<file path="config.mk">
export PLATFORM = sky130hd
export DESIGN_NAME = svm_ctrl
export DESIGN_NICKNAME = d
export VERILOG_FILES = /design/src/design/svm_pkg.sv /design/src/design/svm_ctrl.sv
export SDC_FILE = /design/constraint.sdc
export NUM_CORES = 1
export LEC_CHECK = 0
export BUFFER_PORTS_ARGS = -buffer_cell sky130_fd_sc_hd__buf_2
export CAP_MARGIN = 10
export CORE_MARGIN = 3
export CORE_UTILIZATION = 30
export CTS_CLUSTER_DIAMETER = 60
export DETAILED_ROUTE_END_ITERATION = 8
export GPL_ROUTABILITY_DRIVEN = 0
export PLACE_DENSITY = 0.5
export SYNTH_ARGS = -nofsm -noshare
export SYNTH_HDL_FRONTEND = slang
export SYNTH_SLANG_ARGS = --single-unit
</file>
<file path="constraint.sdc">
create_clock -name clk -period 1.6 [get_ports clk]
set_input_delay 0.32 -clock clk [delete_from_list [all_inputs] [get_ports clk]]
set_output_delay 0.32 -clock clk [all_outputs]
set_load 0.05 [all_outputs]
</file>
<file path="src/design/svm_pkg.sv">
// shared types and constants of the stack machine execute block
// used by every module of the block, no dependencies
package svm_pkg;

  localparam int STACK_DEPTH = 256;
  localparam int STACK_AW    = $clog2(STACK_DEPTH);
  localparam int NUM_REGS    = 12;
  localparam int REG_AW      = 4;
  localparam int WORD_W      = 32;
  localparam int DIV_CNT_W   = $clog2(WORD_W);

  // stack pointer value when the top entry is the last one
  localparam logic signed [WORD_W-1:0] SP_TOP = WORD_W'(STACK_DEPTH - 1);

  localparam logic [REG_AW-1:0] REG_A  = 4'd0;
  localparam logic [REG_AW-1:0] REG_B  = 4'd1;
  localparam logic [REG_AW-1:0] REG_C  = 4'd2;
  localparam logic [REG_AW-1:0] REG_IP = 4'd10;
  localparam logic [REG_AW-1:0] REG_SP = 4'd11;

  // opcodes
  localparam logic [3:0] OP_HLT = 4'd0;
  localparam logic [3:0] OP_PSH = 4'd1;
  localparam logic [3:0] OP_POP = 4'd2;
  localparam logic [3:0] OP_ADD = 4'd3;
  localparam logic [3:0] OP_MUL = 4'd4;
  localparam logic [3:0] OP_DIV = 4'd5;
  localparam logic [3:0] OP_SUB = 4'd6;
  localparam logic [3:0] OP_MOV = 4'd7;
  localparam logic [3:0] OP_SET = 4'd8;
  localparam logic [3:0] OP_LOG = 4'd9;
  localparam logic [3:0] OP_NOP = 4'd10;

  // result kinds
  localparam logic [1:0] KIND_NONE  = 2'd0;
  localparam logic [1:0] KIND_LOG   = 2'd1;
  localparam logic [1:0] KIND_ARITH = 2'd2;

  // status codes
  localparam logic [2:0] ST_OK     = 3'd0;
  localparam logic [2:0] ST_BADOP  = 3'd1;
  localparam logic [2:0] ST_DIVZ   = 3'd2;
  localparam logic [2:0] ST_OVF    = 3'd3;
  localparam logic [2:0] ST_UNF    = 3'd4;
  localparam logic [2:0] ST_BADREG = 3'd5;

  // controller to datapath commands
  typedef struct packed {
    logic load;
    logic commit_simple;
    logic rd_top;
    logic rd_next;
    logic take_b;
    logic div_start;
    logic commit_arith;
    logic out_load;
  } svm_cmd_t;

  // datapath to controller status
  typedef struct packed {
    logic arith_go;
    logic is_div;
    logic a_zero;
    logic div_busy;
  } svm_sts_t;

endpackage

</file>
<file path="src/design/svm_ctrl.sv">
// controller state machine for the stack machine execute block
// depends on svm_pkg, drives svm_dpath through svm_cmd_t
module svm_ctrl (
  input  logic              clk,
  input  logic              rst,
  input  logic              in_valid,
  output logic              in_ready,
  output logic              out_valid,
  input  logic              out_ready,
  input  svm_pkg::svm_sts_t sts,
  output svm_pkg::svm_cmd_t cmd
);

  typedef enum logic [6:0] {
    S_IDLE   = 7'b0000001,
    S_DECODE = 7'b0000010,
    S_RDA    = 7'b0000100,
    S_RDB    = 7'b0001000,
    S_DIV    = 7'b0010000,
    S_CALC   = 7'b0100000,
    S_DONE   = 7'b1000000
  } state_t;

  state_t state, state_next;
  logic   slot_free;

  assign in_ready  = (state == S_IDLE);
  assign slot_free = !out_valid || out_ready;

  // next state and command decode
  always_comb begin
    state_next = state;
    cmd        = '0;
    unique case (state)
      S_IDLE: begin
        if (in_valid) begin
          cmd.load   = 1'b1;
          state_next = S_DECODE;
        end
      end
      S_DECODE: begin
        if (sts.arith_go) begin
          cmd.rd_top = 1'b1;
          state_next = S_RDA;
        end else begin
          cmd.commit_simple = 1'b1;
          state_next        = S_DONE;
        end
      end
      S_RDA: begin
        cmd.rd_next = 1'b1;
        state_next  = S_RDB;
      end
      S_RDB: begin
        cmd.take_b = 1'b1;
        if (sts.is_div && !sts.a_zero) begin
          cmd.div_start = 1'b1;
          state_next    = S_DIV;
        end else begin
          state_next = S_CALC;
        end
      end
      S_DIV: begin
        if (!sts.div_busy) begin
          state_next = S_CALC;
        end
      end
      S_CALC: begin
        cmd.commit_arith = 1'b1;
        state_next       = S_DONE;
      end
      S_DONE: begin
        if (slot_free) begin
          cmd.out_load = 1'b1;
          state_next   = S_IDLE;
        end
      end
      default: state_next = S_IDLE;
    endcase
  end

  // state and output valid registers
  always_ff @(posedge clk) begin
    if (rst) begin
      state     <= S_IDLE;
      out_valid <= 1'b0;
    end else begin
      state <= state_next;
      if (cmd.out_load) begin
        out_valid <= 1'b1;
      end else if (out_ready) begin
        out_valid <= 1'b0;
      end
    end
  end

endmodule

</file>
==> flow_summary.toml, run 1 <==
[setup_path]
crit_fanout = 4
arrival_ns = 1.44
critPathRequiredTime_ns = 1.28
startpoint_type = "flip-flop"
criticalPathCategory = "reg -> out"
endpoint_kind = "primary output"

[floorplan]
io_pins = 18
core_area_um2 = 1590
rows = 14
start_util = 0.338
die_area_um2 = 2340
die_h_um = 48.4
die_w_um = 48.4

[layout]
final_area_um2 = 981
final_layout_size_suffix_gt1_frac = 0.620
fin_util = 0.615
n_antenna_cell = 0
syn2layout_area_growth_pct = 82.3
nets = 110

[logic_synthesis]
synth_cells = 56
synth_top_cell_by_area = "dfxtp_1"
synthesis.nets = 64
synthTopCellsByArea = "dfxtp_1 (30%), and3_1 (5.8%), nand4b_1 (4.9%)"
ys_types = 27
ys_seq_elements = 8
syn_area_um2 = 538
avgSynthCellArea_um2 = 9.61
ys_seq_area_frac = 0.298
synth.top_cell.area_share = 0.298
yosysWarnings = 0
yosysMostFrequentCell = "dfxtp_1"
async_reset_ff_frac = 0
synthFlopType = "dfxtp_1"
synth_edf_count = 0
synth_commonest_cells = "dfxtp_1 (8), and3_1 (5), nor2b_1 (4)"

[routing]
drt_wl_total_um = 1710
post-route-drc-count = 0
drt-initial-drc-count = 15
antenna_left = 0
num_vias = 624
wire_per_inst_um = 13.8
routed_via_density = 5.03
dr.pass1.iters = 4

[clock_tree]
clk_pin_slew_ns = 0.06
h-tree-depth = 1
cts.sinks = 8
clock_latency_ns = 0.26
cts.path.max_buffers = 2
cts_buffers = 3
cts_hold_buf = 0
cts_tree = "done"
cts_root_buf = "clkbuf_4"

[sta]
timing.hold.ws_ns = 0.268
clock_skew_ns = 0.00359
maxSlewViolCount = 0
timing.final.crit_share = 1.10
maxSlewHeadroom = 0.755
rsz0062_at_grt = "true"
setup_violations = 9
hold_viol_final = 0
final.setup.worst_slack_ns = -0.164
tightest_slew_ns = 0.365
fmax_mhz = 567
min_period_ns = 1.76

[run_status]
outcome = "complete, but fails checks"
violations = "negative setup slack"

[global_routing]
grt_pass1_vias = 555
antenna_found_initial = 0
grt-ovfl-total = 0
grt_pass1_wl_um = 2490
grt_use_total = 0.139
grt_max_degree = 9

[placed_design]
pre_cts_ws_ns = -0.0104
portBuffers = 17
dp_hpwl_um = 1170
placed_cell_area_um2 = 773

[worst_hold_path]
hold_path_class = "in -> reg"

[power]
power_density_nw_per_um2 = 745
power.leakage_uw = 0.000462
peakVddDrop_v = 0.000582

[run]
maxCapViolCount = 0
[per-stage QoR]
step / TNS, ns / instances / total power, uW
CTS: -0.717 / 118 / 691
detailed placement: -0.0104 / 110 / 499
floorplan: -0.157 / 56 / 406
global route: -1.54 / 124 / 776
finish: -0.848 / 124 / 731
global placement: -0.0132 / 110 / 499
[what timing repair did]
| action | CTS | global route |
|---|---|---|
| endpoints found under the setup margin | 9 | 9 |
| pin swaps | 4 | 3 |
| setup buffers | 5 | 6 |
| gates resized for setup | 29 | 6 |
[cells by family after synthesis]
kind of cell / share of synthesized area
XOR/XNOR: 0.0326
AO/OA/AOI/OAI: 0.191
AND/OR/NAND/NOR: 0.465
flip-flops: 0.298
buffers and inverters: 0.0140
[critical path, stage by stage, from the launching register on]
cell     delay, ns
dfxtp_4       0.35
buf_6         0.12
nor4_4        0.27
and4_1        0.27
buf_6         0.17
[sequential cells by signal (all words and copies together) (netlist names)]
register   flops
state          7
out_valid      1
[layer usage]
metal,wire length [um],up-vias,GRT usage
met1,761,290,0.161
met4,0,0,0.0190
met3,90,0,0.0675
met5,0,-,0
met2,861,16,0.236
li1,-,318,-
[final timing paths]
path,from,slack (ns),end,cells after the start
max reg2reg,state[4],0.19,state[0],7
min reg2reg,out_valid,0.53,out_valid,2
min,rst,0.27,out_valid,2
max,state[1],-0.16,cmd[2],4
[layout by cell type, fill, tap and decap left out, types with 2 or more instances in the layout]
cell and count:
buf_4 20, o21ai_0 2, nor2_1 2, nor3b_1 2, dfxtp_4 3, a21oi_1 2
o211ai_1 3, nand4b_1 3, xor2_1 2, buf_2 8, buf_6 12, nand3_1 2
dfxtp_2 4, nor2b_1 3, and3_1 5, and4_1 2, o211a_1 2, clkbuf_4 3
[cell type report]
class | count | area, um^2
flip-flops and latches | 8 | 176
well taps | 24 | 30.0
repair buffers | 42 | 360
clock buffers | 3 | 22.5
fillers | 133 | 613
multi-input cells | 47 | 392
[power breakdown]
part,switching (uW),internal (uW),total (uW)
logic,164,173,337
clock network,72.8,86.1,159
registers,22.6,213,235
total,259,472,731
No activity file was read; power rests on OpenSTA's default activity.
==> inputs of run 2 (changes only) <==
==> constraint.sdc (replaced) <==
create_clock -name clk -period 1.6 [get_ports clk]
set_input_delay 0.16 -clock clk [delete_from_list [all_inputs] [get_ports clk]]
set_output_delay 0.16 -clock clk [all_outputs]
set_load 0.05 [all_outputs]
==> run 2 against run 1 <==
Against the previous run:
- sequential share of layout area up 1.8 points
- combinational power decreased by 5%
- non-clock buffer count fell by 14
- sequential power fell by 2%
- hold slack got worse by 0.13 ns
- critical path type unchanged
- maximum frequency rose by 11%
- first-iteration DRC count up 20%
- clock-buffer cell count is the same
- die area is the same
- via count is 3.8% lower
- flip-flop and latch count unchanged
- critical endpoint unchanged
- clock power is 4% lower
- highest routed layer is now met4
- the flow now finishes without violations
==> flow_summary.toml, run 2 (synthesized netlist as in run 1, its figures left out) <==
[run_status]
outcome = "finished clean"

[layout]
fin_util = 0.531
final_layout_size_suffix_gt1_frac = 0.535
fill_cells = 147
final_cell_mix = "buf_4 (10), buf_2 (9), buf_6 (6)"
instances_no_fill = 110
reg_top3 = "state (7), out_valid (1)"
n_antenna_cell = 0
syn2layout_area_growth_pct = 57.4
mostFrequentLayoutCell = "buf_4"
nets = 96
largest_register_ffs = 7
top_register = "state"

[worst_hold_path]
min_to = "out_valid"
holdCritStartpoint = "rst"
hold_path_class = "in -> reg"
hold-path-cell-count = 2

[routing]
dr.pass1.iters = 4
drt_wl_total_um = 1510
wire_per_inst_um = 13.7
num_vias = 600
antenna_left = 0
drt-initial-drc-count = 18
post-route-drc-count = 0
routed_via_density = 5.45

[clock_tree]
clock_latency_ns = 0.25
cts_tree = "done"
cts.path.max_buffers = 2
cts.sinks = 8
h-tree-depth = 1
clk_pin_slew_ns = 0.06
cts_buffers = 3
cts_root_buf = "clkbuf_4"
cts_hold_buf = 0

[sta]
min_period_ns = 1.59
hold_viol_final = 0
clock_skew_ns = 0.00821
maxSlewViolCount = 0
final.setup.worst_slack_ns = 0.00713
maxSlewHeadroom = 0.756
fmax_mhz = 628
timing.final.crit_share = 0.996
setup_violations = 0
tightest_slew_ns = 0.365
rsz0062_at_grt = "true"

[global_routing]
grt-ovfl-total = 0
grt_pass1_wl_um = 2460
grt_pass1_vias = 555
antenna_found_initial = 0
grt_use_total = 0.130
grt_max_degree = 9

[run]
maxCapViolCount = 0

[setup_path]
endpoint_kind = "primary output"
arrival_ns = 1.43
startpoint_type = "flip-flop"
reg2reg_from = "state[4]"
criticalPathCategory = "reg -> out"
rr_worst_depth = 4
critPathRequiredTime_ns = 1.44
r2r-end = "state[3]"
crit_fanout = 5
r2r_slack_ns = 0.21

[placed_design]
portBuffers = 17
pre_cts_ws_ns = 0.120
dp_hpwl_um = 1150
placed_cells = 104

[floorplan]
die_h_um = 48.4
die_area_um2 = 2340
rows = 14
die_w_um = 48.4
core_area_um2 = 1590
start_util = 0.338
io_pins = 18

[power]
peakVddDrop_v = 0.000587
power.leakage_uw = 0.000388
power_density_nw_per_um2 = 830
## run 2: cell types whose count changed in the layout (fill, tap and decap cells not counted), moves of 2 or more
cell and change:
buf_4 -10, buf_6 -6, dfxtp_1 +3, dfxtp_4 -2
## run 2: per-stage QoR
stage / hold WS [ns] / area [um^2] / power, uW / setup TNS [ns]
after global routing: 0.138 / 847 / 744 / -0.0759
after floorplan: 0.229 / 548 / 406 / 0
final: 0.139 / 847 / 703 / 0
after global placement: 0.396 / 716 / 490 / 0
after detailed placement: 0.398 / 716 / 490 / 0
after CTS: 0.138 / 815 / 688 / -0.00454
## run 2: worst max-delay path by stage
stage | slack, ns | startpoint | to
6_report | 0.007 | state[1] | cmd[2]
5_1_grt | -0.05 | state[1] | cmd[2]
4_1_cts | -0.005 | state[4] | cmd[7]
3_5_place_dp | 0.12 | state[6] | cmd[2]
3_3_place_gp | 0.13 | state[5] | cmd[7]
2_1_floorplan | 0.003 | state[3] | cmd[7]
## run 2: metal layers
layer,routed length [um],track usage,vias up
li1,-,-,287
met1,685,0.169,286
met2,746,0.218,23
met3,63,0.0307,4
met4,14,0.0284,0
met5,0,0,-
## run 2: power by group
group	internal, uW	switching (uW)
clock network	85.8	67.2
logic	155	165
registers	211	19.1
total	452	252
## run 2: cell type report
class	count	area [um^2]	area share
repair buffers	28	225	0.266
flip-flops and latches	8	168	0.198
well taps	24	30.0	0.0355
clock buffers	3	22.5	0.0266
multi-input cells	47	402	0.474
## run 2: what timing repair did
item                                    4_1_cts  5_1_grt
endpoints found under the setup margin        8        9
buffers inserted                              2        1
pin swaps                                     4        4
gates resized for setup                      19       10
## run 2: critical path: stages (launching register included)
cell	delay, ns
dfxtp_2	0.32
buf_6	0.12
nor4_4	0.30
and4_1	0.27
buf_6	0.17
==> inputs of run 3 (changes only) <==
--- a/config.mk
+++ b/config.mk
@@ -13,6 +13,7 @@
 export DETAILED_ROUTE_END_ITERATION = 8
 export GPL_ROUTABILITY_DRIVEN = 0
 export PLACE_DENSITY = 0.5
+export SETUP_SLACK_MARGIN = 0.5
 export SYNTH_ARGS = -nofsm -noshare
 export SYNTH_HDL_FRONTEND = slang
 export SYNTH_SLANG_ARGS = --single-unit
==> run 3 against run 2 <==
Against the previous run:
- the flow now finishes with violations (negative setup slack)
- clock power rose by 12%
- global-route usage rose by 3.0 points
- sequential power rose by 5%
- total power is 11% higher
- critical path type unchanged
- largest power group unchanged
==> flow_summary.toml, run 3 (synthesized netlist as in run 1, its figures left out) <==
[routing]
dr.pass1.iters = 4
post-route-drc-count = 0
wire_per_inst_um = 15.3
antenna_left = 0
drt_wl_total_um = 1790
num_vias = 631
drt-initial-drc-count = 12
routed_via_density = 5.39

[sta]
rsz0062_at_grt = "true"
tightest_slew_ns = 0.345
min_period_ns = 1.62
maxSlewHeadroom = 0.769
setup_violations = 3
timing.final.crit_share = 1.01
maxSlewViolCount = 0
fin_setup_tns_ns = -0.0380
clock_skew_ns = 0.000942
timing.hold.ws_ns = 0.121
fmax_mhz = 617
final.setup.worst_slack_ns = -0.0203
hold_viol_final = 0

[setup_path]
startpoint = "state[4]"
crit_chain = "buf_6, nor4_4, and4_4, buf_8"
reg2reg_from = "state[4]"
cp_top_family = "simple AND/OR/NAND/NOR gates"
crit_fanout = 4
critPathRequiredTime_ns = 1.44
critPathSlowestCell = "dfxtp_4"
arrival_ns = 1.46
r2r-end = "state[4]"
r2r_slack_ns = 0.03
criticalPathCategory = "reg -> out"
endpoint_kind = "primary output"
endpoint = "cmd[2]"
cp.depth = 4
rr_worst_depth = 7
worst-path-buf-inv = 2
crit_path_max_incr_delay_ns = 0.35
startpoint_type = "flip-flop"

[floorplan]
start_util = 0.338
io_pins = 18
rows = 14
die_area_um2 = 2340
core_area_um2 = 1590
die_w_um = 48.4
die_h_um = 48.4

[run_status]
outcome = "complete, but fails checks"
violations = "negative setup slack"

[global_routing]
grt_pass1_vias = 629
grt-ovfl-total = 0
grt_pass1_wl_um = 2860
grt_use_total = 0.160
antenna_found_initial = 0
grt_max_degree = 9

[power]
power.leakage_uw = 0.000439
p_int_uw = 484
pwr-share-seq = 0.310
peakVddDrop_v = 0.000459
power_frac_comb = 0.468
net-switching-power_uw = 295
clkPwrFrac = 0.221
power_density_nw_per_um2 = 764
p_sw_frac = 0.378

[layout]
largest_register_ffs = 7
top_register = "state"
syn2layout_area_growth_pct = 89.5
n_antenna_cell = 0
mostFrequentLayoutCell = "buf_4"
final_cell_mix = "buf_4 (13), buf_2 (8), buf_8 (7)"
nets = 102
final_layout_size_suffix_gt1_frac = 0.720
reg_top3 = "state (7), out_valid (1)"
fill_cells = 134
fin_util = 0.640

[clock_tree]
h-tree-depth = 1
cts_tree = "done"
cts.path.max_buffers = 2
clock_latency_ns = 0.26
clk_pin_slew_ns = 0.06
cts_buffers = 3
cts_hold_buf = 0
cts_root_buf = "clkbuf_4"
cts.sinks = 8

[placed_design]
dp_hpwl_um = 1020
pre_cts_ws_ns = 0.102
portBuffers = 17

[worst_hold_path]
hold_path_class = "in -> reg"
hold-path-cell-count = 2

[run]
maxCapViolCount = 0
run 3: changes by cell type in the layout (fill, tap and decap cells not counted), moves of 2 or more:
cell / previous run / this run
nor2_4: 1 / 3
dfxtp_1: 4 / 0
a21oi_2: 0 / 2
a21oi_1: 2 / 0
buf_8: 2 / 7
and3_1: 5 / 3
and3_4: 0 / 2
nand3_1: 2 / 0
dfxtp_4: 1 / 4
nand3_4: 0 / 2
buf_4: 10 / 13
run 3: stage by stage:
| stage | power [uW] | std cells | instance area, um^2 |
|---|---|---|---|
| 3_3_place_gp | 479 | 97 | 719 |
| 2_1_floorplan | 427 | 56 | 608 |
| 3_5_place_dp | 476 | 97 | 719 |
| 5_1_grt | 826 | 117 | 1020 |
| 6_report | 779 | 117 | 1020 |
| 4_1_cts | 741 | 113 | 975 |
run 3: worst min path at each step:
stage	endpoint	start	slack [ns]
after floorplan	out_valid	rst	0.22
after global placement	out_valid	rst	0.38
after detailed placement	state[6]	rst	0.37
after CTS	state[6]	rst	0.1
after global routing	out_valid	rst	0.12
final	out_valid	rst	0.12
run 3: timing repair:
item | CTS | global route
endpoints found under the setup margin | 17 | 17
pin swaps | 18 | 4
resized for setup | 40 | 3
setup buffers | 12 | 4
run 3: power by group through the flow:
| stage | logic [uW] | clock network (uW) | registers (uW) |
|---|---|---|---|
| floorplan | 187 | 0 | 240 |
| global placement | 233 | 0 | 246 |
| detailed placement | 231 | 0 | 245 |
| CTS | 319 | 181 | 241 |
| global route | 384 | 196 | 246 |
| finish | 365 | 172 | 242 |
run 3: area by class of cell:
type | count | area (um^2) | area share
tap | 24 | 30.0 | 0.0294
multi-input combinational | 47 | 473 | 0.464
sequential | 8 | 180 | 0.177
timing repair buffer | 34 | 310 | 0.304
clock buffer | 4 | 26.3 | 0.0258
run 3: layer usage:
layer,up-vias,part of all wire,global-route usage
li1,301,-,-
met1,306,0.39,0.173
met2,18,0.54,0.273
met3,6,0.055,0.0706
met4,0,0.011,0.0664
met5,-,0,0
